**config.mk**
```make
export PLATFORM = sky130hd
export DESIGN_NAME = multiphase_pwm_current_balancer
export DESIGN_NICKNAME = d
export VERILOG_FILES = /design/src/design/mpcb_pkg.sv /design/src/design/mpcb_lane.sv /design/src/design/mpcb_merge.sv /design/src/design/mpcb_err.sv /design/src/design/multiphase_pwm_current_balancer.sv
export SDC_FILE = /design/constraint.sdc
export NUM_CORES = 2
export LEC_CHECK = 0
export BUFFER_PORTS_ARGS = -buffer_cell sky130_fd_sc_hd__clkbuf_2
export CAP_MARGIN = 20
export CORE_MARGIN = 2
export CORE_UTILIZATION = 30
export DETAILED_ROUTE_END_ITERATION = 12
export RECOVER_POWER = 50
export SYNTH_ARGS = -nofsm -noshare
export SYNTH_HDL_FRONTEND = slang
export SYNTH_SLANG_ARGS = --single-unit
```
**constraint.sdc**
```tcl
create_clock -name clk_i -period 6.24 [get_ports clk_i]
set_input_delay 1.248 -clock clk_i [delete_from_list [all_inputs] [get_ports clk_i]]
set_output_delay 1.248 -clock clk_i [all_outputs]
set_load 0.01 [all_outputs]
```
**src/design/mpcb_pkg.sv**
```systemverilog
// ----------------------------------------------------------------------------
// Multiphase PWM current balancer package
// Shared types and constants for the balancer lanes, merge and error units.
// ----------------------------------------------------------------------------
package mpcb_pkg;

  // Number of interleaved phases, one lane each.
  localparam int PHASES = 4;
  localparam int IDX_W  = $clog2(PHASES);

  // Field widths of the stream words.
  localparam int CUR_W  = 16;
  localparam int MAG_W  = CUR_W + 1;
  localparam int SUM_W  = MAG_W + IDX_W;
  localparam int REG_W  = 16;
  localparam int THR_W  = 15;
  localparam int MODE_W = 2;
  localparam int CFG_IDX_W = 3;

  // Reset value of the max_compare register.
  localparam logic [REG_W-1:0] MAX_COMPARE_RESET = 16'd4095;

  // Item kinds carried in tuser.
  typedef enum logic [1:0] {
    KIND_UPDATE = 2'd0,
    KIND_STOP   = 2'd1,
    KIND_RESET  = 2'd2
  } kind_e;

  // Regulation modes.
  typedef enum logic [MODE_W-1:0] {
    MODE_CURRENT = 2'd0,
    MODE_VOLTAGE = 2'd1,
    MODE_POWER   = 2'd2
  } mode_e;

  // Configuration register indexes.
  typedef enum logic [CFG_IDX_W-1:0] {
    CFG_CONTROL_MODE      = 3'd0,
    CFG_NOMINAL_CURRENT   = 3'd1,
    CFG_NOMINAL_VOLTAGE   = 3'd2,
    CFG_BALANCE_THRESHOLD = 3'd3,
    CFG_MAX_COMPARE       = 3'd4
  } cfg_idx_e;

  typedef logic signed [CUR_W-1:0] cur_t;
  typedef logic [MAG_W-1:0]        mag_t;

  // Sign of the regulation error.
  typedef struct packed {
    logic pos;
    logic neg;
  } err_t;

  // Update command sent to one lane.
  typedef struct packed {
    kind_e kind;
    logic  bal;
    logic  dec;
    logic  inc;
  } lane_cmd_t;

endpackage

```
**src/design/mpcb_lane.sv**
```systemverilog
// ----------------------------------------------------------------------------
// Balancer phase lane
// Holds the compare value of one phase, applies the update command and
// reports the magnitude of the phase current to the merge stage.
// ----------------------------------------------------------------------------
module mpcb_lane import mpcb_pkg::*; #(
  parameter int COMPARE_BITS = 16
) (
  input  logic                    clk_i,
  input  logic                    rst_ni,
  input  cur_t                    cur_i,
  output mag_t                    mag_o,
  input  logic [COMPARE_BITS-1:0] lim_i,
  input  logic                    load_i,
  input  lane_cmd_t               cmd_i,
  output logic [COMPARE_BITS-1:0] value_o,
  output logic                    stop_o
);

  localparam logic [REG_W-1:0] MASK = REG_W'((1 << COMPARE_BITS) - 1);
  localparam logic [COMPARE_BITS-1:0] RESET_LIM =
    (MAX_COMPARE_RESET > MASK) ? COMPARE_BITS'(MASK) : COMPARE_BITS'(MAX_COMPARE_RESET);

  logic signed [MAG_W-1:0]  cur_x;
  logic [COMPARE_BITS-1:0]  value_q, value_d, next_v, dec_v, inc_v;
  logic [COMPARE_BITS:0]    inc_n;

  // Magnitude of the phase current; the most negative value fits in 17 bits.
  assign cur_x = {cur_i[CUR_W-1], cur_i};
  assign mag_o = cur_x[MAG_W-1] ? MAG_W'(-cur_x) : MAG_W'(cur_x);

  // Floored decrement and clipped increment of the stored value.
  assign dec_v = (value_q <= COMPARE_BITS'(1)) ? '0 : value_q - COMPARE_BITS'(1);
  assign inc_n = (COMPARE_BITS+1)'(value_q) + (COMPARE_BITS+1)'(1);
  assign inc_v = (inc_n >= (COMPARE_BITS+1)'(lim_i)) ? lim_i : inc_n[COMPARE_BITS-1:0];

  // New value for the command of the item.
  always_comb begin
    next_v = value_q;
    unique case (cmd_i.kind)
      KIND_UPDATE: begin
        if (cmd_i.bal) begin
          if (cmd_i.dec) begin
            next_v = dec_v;
          end else if (cmd_i.inc) begin
            next_v = inc_v;
          end
        end else if (value_q > COMPARE_BITS'(1)) begin
          next_v = value_q - COMPARE_BITS'(1);
        end
      end
      KIND_STOP: begin
        if (value_q < lim_i) begin
          next_v = value_q + COMPARE_BITS'(1);
        end
      end
      KIND_RESET: begin
        next_v = lim_i;
      end
      default: begin
        next_v = value_q;
      end
    endcase
  end

  assign value_d = load_i ? next_v : value_q;
  assign stop_o  = (next_v == lim_i);
  assign value_o = value_q;

  // Compare value storage; it also serves as the output word.
  always_ff @(posedge clk_i or negedge rst_ni) begin
    if (!rst_ni) begin
      value_q <= RESET_LIM;
    end else begin
      value_q <= value_d;
    end
  end

endmodule

```
**src/design/mpcb_merge.sv**
```systemverilog
// ----------------------------------------------------------------------------
// Balancer lane merge
// Sums the lane magnitudes against the threshold and picks the phases with
// the lowest and highest current, lowest index first on a tie.
// ----------------------------------------------------------------------------
module mpcb_merge import mpcb_pkg::*; (
  input  cur_t               cur_i [PHASES],
  input  mag_t               mag_i [PHASES],
  input  logic [THR_W-1:0]   thr_i,
  output logic               bal_o,
  output logic [IDX_W-1:0]   lo_o,
  output logic [IDX_W-1:0]   hi_o
);

  logic [SUM_W-1:0] sum;
  logic [SUM_W-1:0] thr4;

  // Total magnitude compared with four times the threshold.
  always_comb begin
    sum = '0;
    for (int i = 0; i < PHASES; i++) begin
      sum = sum + SUM_W'(mag_i[i]);
    end
  end

  assign thr4  = SUM_W'({thr_i, 2'b00});
  assign bal_o = (sum >= thr4);

  // Running minimum and maximum; strict compares keep the lowest index.
  always_comb begin
    lo_o = '0;
    hi_o = '0;
    for (int i = 1; i < PHASES; i++) begin
      if (cur_i[i] > cur_i[hi_o]) begin
        hi_o = IDX_W'(i);
      end
      if (cur_i[i] < cur_i[lo_o]) begin
        lo_o = IDX_W'(i);
      end
    end
  end

endmodule

```
**src/design/mpcb_err.sv**
```systemverilog
// ----------------------------------------------------------------------------
// Balancer error sign unit
// Forms the regulation error exactly over two stages (product, then
// subtract) and keeps only its sign.
// ----------------------------------------------------------------------------
module mpcb_err import mpcb_pkg::*; (
  input  logic              clk_i,
  input  logic              rst_ni,
  input  logic              s1_en_i,
  input  logic              s2_en_i,
  input  mode_e             mode_i,
  input  logic [REG_W-1:0]  nom_cur_i,
  input  logic [REG_W-1:0]  nom_volt_i,
  input  cur_t              avg_i,
  input  logic [REG_W-1:0]  volt_i,
  output err_t              err_o
);

  logic [2*REG_W-1:0]         nom_prod_q;
  logic signed [33:0]         prod_d, prod_q;
  cur_t                       avg_q;
  logic signed [35:0]         diff_pw;
  logic signed [CUR_W+2:0]    diff_cu;
  logic                       power;
  err_t                       err_d, err_q;

  // Nominal power product; the user must keep configuration static while items flow, the block does not enforce it.
  always_ff @(posedge clk_i or negedge rst_ni) begin
    if (!rst_ni) begin
      nom_prod_q <= '0;
    end else begin
      nom_prod_q <= nom_cur_i * nom_volt_i;
    end
  end

  // Stage one: measured power product.
  assign prod_d = $signed({avg_i[CUR_W-1], avg_i}) * $signed({1'b0, volt_i});

  always_ff @(posedge clk_i) begin
    if (s1_en_i) begin
      prod_q <= prod_d;
      avg_q  <= avg_i;
    end
  end

  // Stage two: exact error and its sign.
  assign power   = !(mode_i == MODE_CURRENT || mode_i == MODE_VOLTAGE);
  assign diff_pw = $signed({4'b0000, nom_prod_q}) - $signed({prod_q, 2'b00});
  assign diff_cu = $signed({3'b000, nom_cur_i}) - $signed({avg_q[CUR_W-1], avg_q, 2'b00});

  always_comb begin
    if (power) begin
      err_d.neg = diff_pw[35];
      err_d.pos = !diff_pw[35] && (diff_pw != '0);
    end else begin
      err_d.neg = diff_cu[CUR_W+2];
      err_d.pos = !diff_cu[CUR_W+2] && (diff_cu != '0);
    end
  end

  always_ff @(posedge clk_i) begin
    if (s2_en_i) begin
      err_q <= err_d;
    end
  end

  assign err_o = err_q;

endmodule

```
**src/design/multiphase_pwm_current_balancer.sv**
```systemverilog
// ----------------------------------------------------------------------------
// Multiphase PWM current balancer
// Keeps the four PWM compare values of an interleaved converter and nudges
// them from phase current measurements, with soft start and soft stop.
// ----------------------------------------------------------------------------
// The block takes one word per clock while the output side is ready and
// returns one word for each word taken. The first stage forms the
// measured power product and the lane min/max/threshold decision, the
// second subtracts to get the error sign, and the third updates the four
// compare registers, which are also the output word. The compare registers
// feed back into their own next value, so back-to-back words always see
// the values left by the word before them. A stall on the output side holds
// the pipeline stage by stage; empty stages keep filling. The configuration
// port is always ready; write it only while no word is in flight. The power
// mode nominal product is registered, so one cycle must pass after a write
// before the next word enters.
// ----------------------------------------------------------------------------
module multiphase_pwm_current_balancer import mpcb_pkg::*; #(
  parameter int COMPARE_BITS = 16
) (
  input  logic                 clk_i,
  input  logic                 rst_ni,
  // Configuration write channel.
  input  logic                 cfg_valid_i,
  output logic                 cfg_ready_o,
  input  logic [CFG_IDX_W-1:0] cfg_index_i,
  input  logic [REG_W-1:0]     cfg_data_i,
  // Input stream.
  input  logic                 s_axis_tvalid,
  output logic                 s_axis_tready,
  // phase_current_0, phase_current_1, phase_current_2, phase_current_3,
  // average_current, output_voltage
  input  logic [95:0]          s_axis_tdata,
  // kind
  input  logic [1:0]           s_axis_tuser,
  // Output stream.
  output logic                 m_axis_tvalid,
  input  logic                 m_axis_tready,
  // compare_0, compare_1, compare_2, compare_3
  output logic [63:0]          m_axis_tdata,
  // is_balancing, all_stopped
  output logic [1:0]           m_axis_tuser
);

  localparam logic [REG_W-1:0] MASK = REG_W'((1 << COMPARE_BITS) - 1);

  // Configuration registers.
  mode_e             mode_q;
  logic [REG_W-1:0]  nom_cur_q, nom_volt_q, max_q;
  logic [THR_W-1:0]  thr_q;
  logic              cfg_we;

  // Pipeline control.
  logic s1_v_q, s2_v_q, out_v_q;
  logic s1_rdy, s2_rdy, out_rdy;
  logic s1_en, s2_en, load;

  // Pipeline payload.
  kind_e             in_kind;
  kind_e             s1_kind_q, s2_kind_q;
  logic              s1_bal_q, s2_bal_q;
  logic [IDX_W-1:0]  s1_lo_q, s1_hi_q, s2_lo_q, s2_hi_q;
  logic              balancing_q, stopped_q;

  // Lane signals.
  cur_t                     cur [PHASES];
  mag_t                     mag [PHASES];
  logic                     m_bal;
  logic [IDX_W-1:0]         m_lo, m_hi;
  err_t                     err;
  logic [COMPARE_BITS-1:0]  lim;
  logic [COMPARE_BITS-1:0]  value [PHASES];
  logic [PHASES-1:0]        stop, dec_sel, inc_sel;
  lane_cmd_t                cmd [PHASES];

  // Configuration writes.
  assign cfg_ready_o = 1'b1;
  assign cfg_we      = cfg_valid_i && cfg_ready_o;

  always_ff @(posedge clk_i or negedge rst_ni) begin
    if (!rst_ni) begin
      mode_q     <= MODE_CURRENT;
      nom_cur_q  <= '0;
      nom_volt_q <= '0;
      thr_q      <= '0;
      max_q      <= MAX_COMPARE_RESET;
    end else if (cfg_we) begin
      unique case (cfg_index_i)
        CFG_CONTROL_MODE:      mode_q     <= mode_e'(cfg_data_i[MODE_W-1:0]);
        CFG_NOMINAL_CURRENT:   nom_cur_q  <= cfg_data_i;
        CFG_NOMINAL_VOLTAGE:   nom_volt_q <= cfg_data_i;
        CFG_BALANCE_THRESHOLD: thr_q      <= cfg_data_i[THR_W-1:0];
        CFG_MAX_COMPARE:       max_q      <= cfg_data_i;
        default: begin
        end
      endcase
    end
  end

  // Limit clipped to the compare width.
  assign lim = (max_q > MASK) ? COMPARE_BITS'(MASK) : max_q[COMPARE_BITS-1:0];

  // Stage handshakes; each stage moves when the one after it has room.
  assign out_rdy = !out_v_q || m_axis_tready;
  assign s2_rdy  = !s2_v_q || out_rdy;
  assign s1_rdy  = !s1_v_q || s2_rdy;
  assign s1_en   = s_axis_tvalid && s1_rdy;
  assign s2_en   = s1_v_q && s2_rdy;
  assign load    = s2_v_q && out_rdy;

  assign s_axis_tready = s1_rdy;

  always_ff @(posedge clk_i or negedge rst_ni) begin
    if (!rst_ni) begin
      s1_v_q  <= 1'b0;
      s2_v_q  <= 1'b0;
      out_v_q <= 1'b0;
    end else begin
      if (s1_rdy) begin
        s1_v_q <= s_axis_tvalid;
      end
      if (s2_rdy) begin
        s2_v_q <= s1_v_q;
      end
      if (out_rdy) begin
        out_v_q <= s2_v_q;
      end
    end
  end

  // Input fields.
  assign in_kind = kind_e'(s_axis_tuser);
  for (genvar g = 0; g < PHASES; g++) begin : g_cur
    assign cur[g] = s_axis_tdata[g*CUR_W +: CUR_W];
  end

  // Merge of the lane measurements.
  mpcb_merge u_merge (
    .cur_i (cur),
    .mag_i (mag),
    .thr_i (thr_q),
    .bal_o (m_bal),
    .lo_o  (m_lo),
    .hi_o  (m_hi)
  );

  // Regulation error sign.
  mpcb_err u_err (
    .clk_i      (clk_i),
    .rst_ni     (rst_ni),
    .s1_en_i    (s1_en),
    .s2_en_i    (s2_en),
    .mode_i     (mode_q),
    .nom_cur_i  (nom_cur_q),
    .nom_volt_i (nom_volt_q),
    .avg_i      (s_axis_tdata[PHASES*CUR_W +: CUR_W]),
    .volt_i     (s_axis_tdata[(PHASES+1)*CUR_W +: REG_W]),
    .err_o      (err)
  );

  // Decision registers for stages one and two.
  always_ff @(posedge clk_i) begin
    if (s1_en) begin
      s1_kind_q <= in_kind;
      s1_bal_q  <= m_bal;
      s1_lo_q   <= m_lo;
      s1_hi_q   <= m_hi;
    end
    if (s2_en) begin
      s2_kind_q <= s1_kind_q;
      s2_bal_q  <= s1_bal_q;
      s2_lo_q   <= s1_lo_q;
      s2_hi_q   <= s1_hi_q;
    end
  end

  // Phase lanes.
  for (genvar g = 0; g < PHASES; g++) begin : g_lane
    assign dec_sel[g]  = s2_bal_q && err.pos && (s2_lo_q == IDX_W'(g));
    assign inc_sel[g]  = s2_bal_q && err.neg && (s2_hi_q == IDX_W'(g));
    assign cmd[g].kind = s2_kind_q;
    assign cmd[g].bal  = s2_bal_q;
    assign cmd[g].dec  = dec_sel[g];
    assign cmd[g].inc  = inc_sel[g];

    mpcb_lane #(
      .COMPARE_BITS (COMPARE_BITS)
    ) u_lane (
      .clk_i   (clk_i),
      .rst_ni  (rst_ni),
      .cur_i   (cur[g]),
      .mag_o   (mag[g]),
      .lim_i   (lim),
      .load_i  (load),
      .cmd_i   (cmd[g]),
      .value_o (value[g]),
      .stop_o  (stop[g])
    );

    assign m_axis_tdata[g*REG_W +: REG_W] = REG_W'(value[g]);
  end

  // Output flags, loaded with the compare values.
  always_ff @(posedge clk_i) begin
    if (load) begin
      balancing_q <= (s2_kind_q == KIND_UPDATE) && s2_bal_q;
      stopped_q   <= &stop;
    end
  end

  assign m_axis_tvalid = out_v_q;
  assign m_axis_tuser  = {stopped_q, balancing_q};

  // A reset word always reports every phase stopped.
  a_reset_stops : assert property (@(posedge clk_i) disable iff (!rst_ni)
    load && (s2_kind_q == KIND_RESET) |=> m_axis_tuser[1])
    else $error("reset word did not report all phases stopped");

  // Only a control update can report balancing.
  a_bal_update : assert property (@(posedge clk_i) disable iff (!rst_ni)
    load && (s2_kind_q != KIND_UPDATE) |=> !m_axis_tuser[0])
    else $error("balancing flagged on a non-update word");

  // At most one lane is nudged per word.
  a_one_lane : assert property (@(posedge clk_i) disable iff (!rst_ni)
    $onehot0({dec_sel, inc_sel}))
    else $error("more than one lane selected for a nudge");

  // Input back-pressure only with every stage full.
  a_full_stall : assert property (@(posedge clk_i) disable iff (!rst_ni)
    !s_axis_tready |-> s1_v_q && s2_v_q && out_v_q)
    else $error("input stalled with a free pipeline stage");

endmodule
```
==> flow_summary.ini <==
[die]
rows = 143
die_area_sq_mm = 0.1565
floorplan.initialDensity_pct = 30.25
ioPinCount = 191
die_w_microns = 395.6
die_height_microns = 395.6
core_area_sq_mm = 0.1521

[setup_path]
r2r_start = nom_volt_q[1]$_DFFE_PN0P_
timing.reg2reg.setup_slack_ps = -300
cpPeakStageDelay_ps = 350
ws_path_type = input port to flop
worst-r2r-cell-count = 25
cpMaxStageDelayCell = mux2_4
crit-reg2reg-capture = u_err.nom_prod_q[31]$_DFF_PN0_
worstPathArrival_ps = 6940
critPathCaptureType = flop
timing.critical_path.from = s_axis_tdata[15]
data_required_time_at_the_worst_endpoint_ps = 6570
critical_path.max_fanout = 4
critical_path_most_common_cell = o21a_1
cp-start-kind = input port

[detailed_routing]
tritonroute_pass_1_iters = 6
route.vias.total = 45603
dr.first_iter.drc_count = 4018
detail_route.wl_per_cell_microns = 21.74
antenna_left = 0
detail_route.drc_violations = 0
wirelength_mm = 182.9
detail_route.vias_per_cell = 5.421

[sta]
worst_slack_ps = -367.6
fmax_mhz = 151.3
maxSlewViolCount = 199
layout_worst_path_cycle_share_pct = 105.9
grt_setup_unrepaired = true
finalHoldWorstSlack_ps = 429.2
timing.slew.headroom_pct = -129.2
tightest_slew_ps = 3438
finClkSkew_ps = 36.72
setup_viol = 18
final-hold-violation-count = 0
finalCriticalPeriod_ps = 6608

[synthesis]
synth-main-ff-cell = dfrtp_1
synth_cell_type_count = 119
ys_warn_count = 0
synth_async_sr_flop_share_pct = 70.87
yosysMostFrequentCell = inv_1
synth.cells.most_frequent = inv_1, nand2_1, ha_1
synth_area_per_cell_sq_um = 8.152
seq_area_frac_synth_pct = 13.40
synthDominantAreaCellType = fa_1
yosys-top-cells-area = fa_1, ha_1, dfrtp_1, inv_1, nand2_1
syn-instance-count = 5644
yosysTopAreaCellShare_pct = 17.80
postSynthRegisterBits = 230
synth-edff-count = 67
synth.cell_area_sq_mm = 0.04601

[global_route]
grt_start_max_net_pins = 139
grt_first_pass_wirelength_mm = 277.4
vias_in_the_first_global_route = 45821
grt_antenna_before_repair = 12
grt_overflow_total = 0
groute.usage.overall_pct = 22.78

[final_layout]
layout-area-overhead-vs-synth_pct = 23.95
final_layout_size_suffix_gt1_share_pct = 22.41
final_cells = 8412
nNetsFinal = 7431

[clock_network]
clock_sink_count = 230
clkLatencyLatePin_ps = 590
cts.htree.levels = 2
root_buffer = clkbuf_16
numCtsBuffers = 34
clk_pin_slew_worst_paths_ps = 60
cts-root-to-sink-buffers = 3
cts-hold-fix-buffers = 0
cts_tree = built

[job]
max_cap_viol_count = 3

[place]
port_buffers = 189
place.detailed.hpwl_mm = 146.1
gpl.final_weighted_congestion = 1.018
dpl.cell_count = 8267

[worst_hold_path]
hp-start = s1_kind_q[1]$_DFFE_PP_
holdCritPathClass = flop to flop
holdPathEnd = s2_kind_q[1]$_DFFE_PP_
hold_path_depth = 0

[status]
run_status = finished, violations left
failing_checks = capacitance limit, slew limit, setup timing
## worst max path at each step
stage | end | slack (ps)
global route | s1_hi_q[0]$_SDFFCE_PN1P_ | -720
floorplan | s1_hi_q[0]$_SDFFCE_PN1P_ | -740
detailed placement | s1_hi_q[0]$_SDFFCE_PN1P_ | -1280
finish | s1_hi_q[0]$_SDFFCE_PN1P_ | -370
CTS | s1_hi_q[0]$_SDFFCE_PN1P_ | -270
global placement | s1_hi_q[0]$_SDFFCE_PN1P_ | -1160
## flip-flops by register name (all words and copies together), names as in the netlist, 15 cells and up
| register | count |
|---|---|
| u_err.avg_q | 16 |
| u_err.nom_prod_q | 32 |
| nom_cur_q | 16 |
| u_err.prod_q | 33 |
| thr_q | 15 |
| max_q | 16 |
| nom_volt_q | 16 |
| g_lane.u_lane.value_o | 64 |
## metrics by stage
step / setup WS [ps] / utilization, % / instance area, sq um / TNS (ps)
after CTS: -269.7 / 37.11 / 56440 / -1370
after detailed placement: -1276 / 35.59 / 54130 / -18750
after global placement: -1161 / 35.59 / 54120 / -17370
after floorplan: -742.5 / - / 46720 / -4326
final: -367.6 / 37.50 / 57030 / -3078
after global routing: -723.9 / 37.50 / 57020 / -11870
## cells by family after synthesis
kind of cell / count (synthesis) / share of synthesized area, %
AOI/OAI and AO/OA: 1237 / 17.77
xor gates and xnor gates: 286 / 5.444
adders and majority gates: 954 / 32.62
buffers and inverters: 976 / 8.158
DFF: 230 / 13.40
muxes: 121 / 2.831
other: 2 / 0.01632
and+or+nand+nor: 1838 / 19.77
## layout make-up
class / instances / area, sq um
Fill cell: 15715 / 95050
Tap cell: 2030 / 2540
Timing Repair Buffer: 969 / 7361
Sequential cell: 230 / 6183
Multi-Input combinational cell: 4441 / 37280
Antenna cell: 2 / 5.005
Clock inverter: 17 / 138.9
Inverter: 679 / 2560
Clock buffer: 44 / 960.9
## per-layer routing
metal	vias to the layer above	part of all wire (%)	GRT usage [%]
li1	20931	-	-
met1	22344	40	28.18
met2	1828	47	38.38
met3	490	7.7	4.110
met4	10	5.4	10.49
met5	-	0.036	0
## critical path, delay by kind of cell
family	cells	cell delay (ps)
compound gates	17	2810
fa+ha+maj	3	770
xor+xnor	2	320
buf+inv	3	340
mux	2	590
simple gates	7	840
## cell usage in the layout, fill, tap and decap left out, types with 44 or more instances in the layout
master / synthesis / final
nor3_1: 100 / 97
o21a_1: 63 / 63
nand2b_1: 55 / 54
nor2_1: 315 / 309
nand2_1: 662 / 631
a31oi_1: 52 / 48
xnor2_1: 221 / 217
fa_1: 409 / 401
and2_1: 214 / 206
xor2_1: 65 / 62
edfxtp_1: 67 / 67
mux2i_1: 48 / 45
nand4_1: 69 / 69
buf_4: 8 / 717
clkbuf_2: 0 / 156
nand3_1: 132 / 130
o21ai_0: 275 / 255
a211oi_1: 47 / 44
dfrtp_1: 103 / 89
dfstp_2: 60 / 60
clkbuf_16: 0 / 45
mux2_2: 71 / 70
a21oi_1: 298 / 264
ha_1: 545 / 513
inv_1: 670 / 634
a21o_1: 65 / 65
## timing repair
| action | in CTS | in global routing |
|---|---|---|
| buffers inserted | 61 | 29 |
| pin swaps | 97 | 124 |
| cloned | 1 | 0 |
| endpoints found under the setup margin | 22 | 23 |
| resized for setup | 154 | 147 |
| hold endpoints to repair | 0 | 0 |
Power is not shown: default switching activity piles up to over one toggle a cycle in this logic, so the estimate is an artifact.
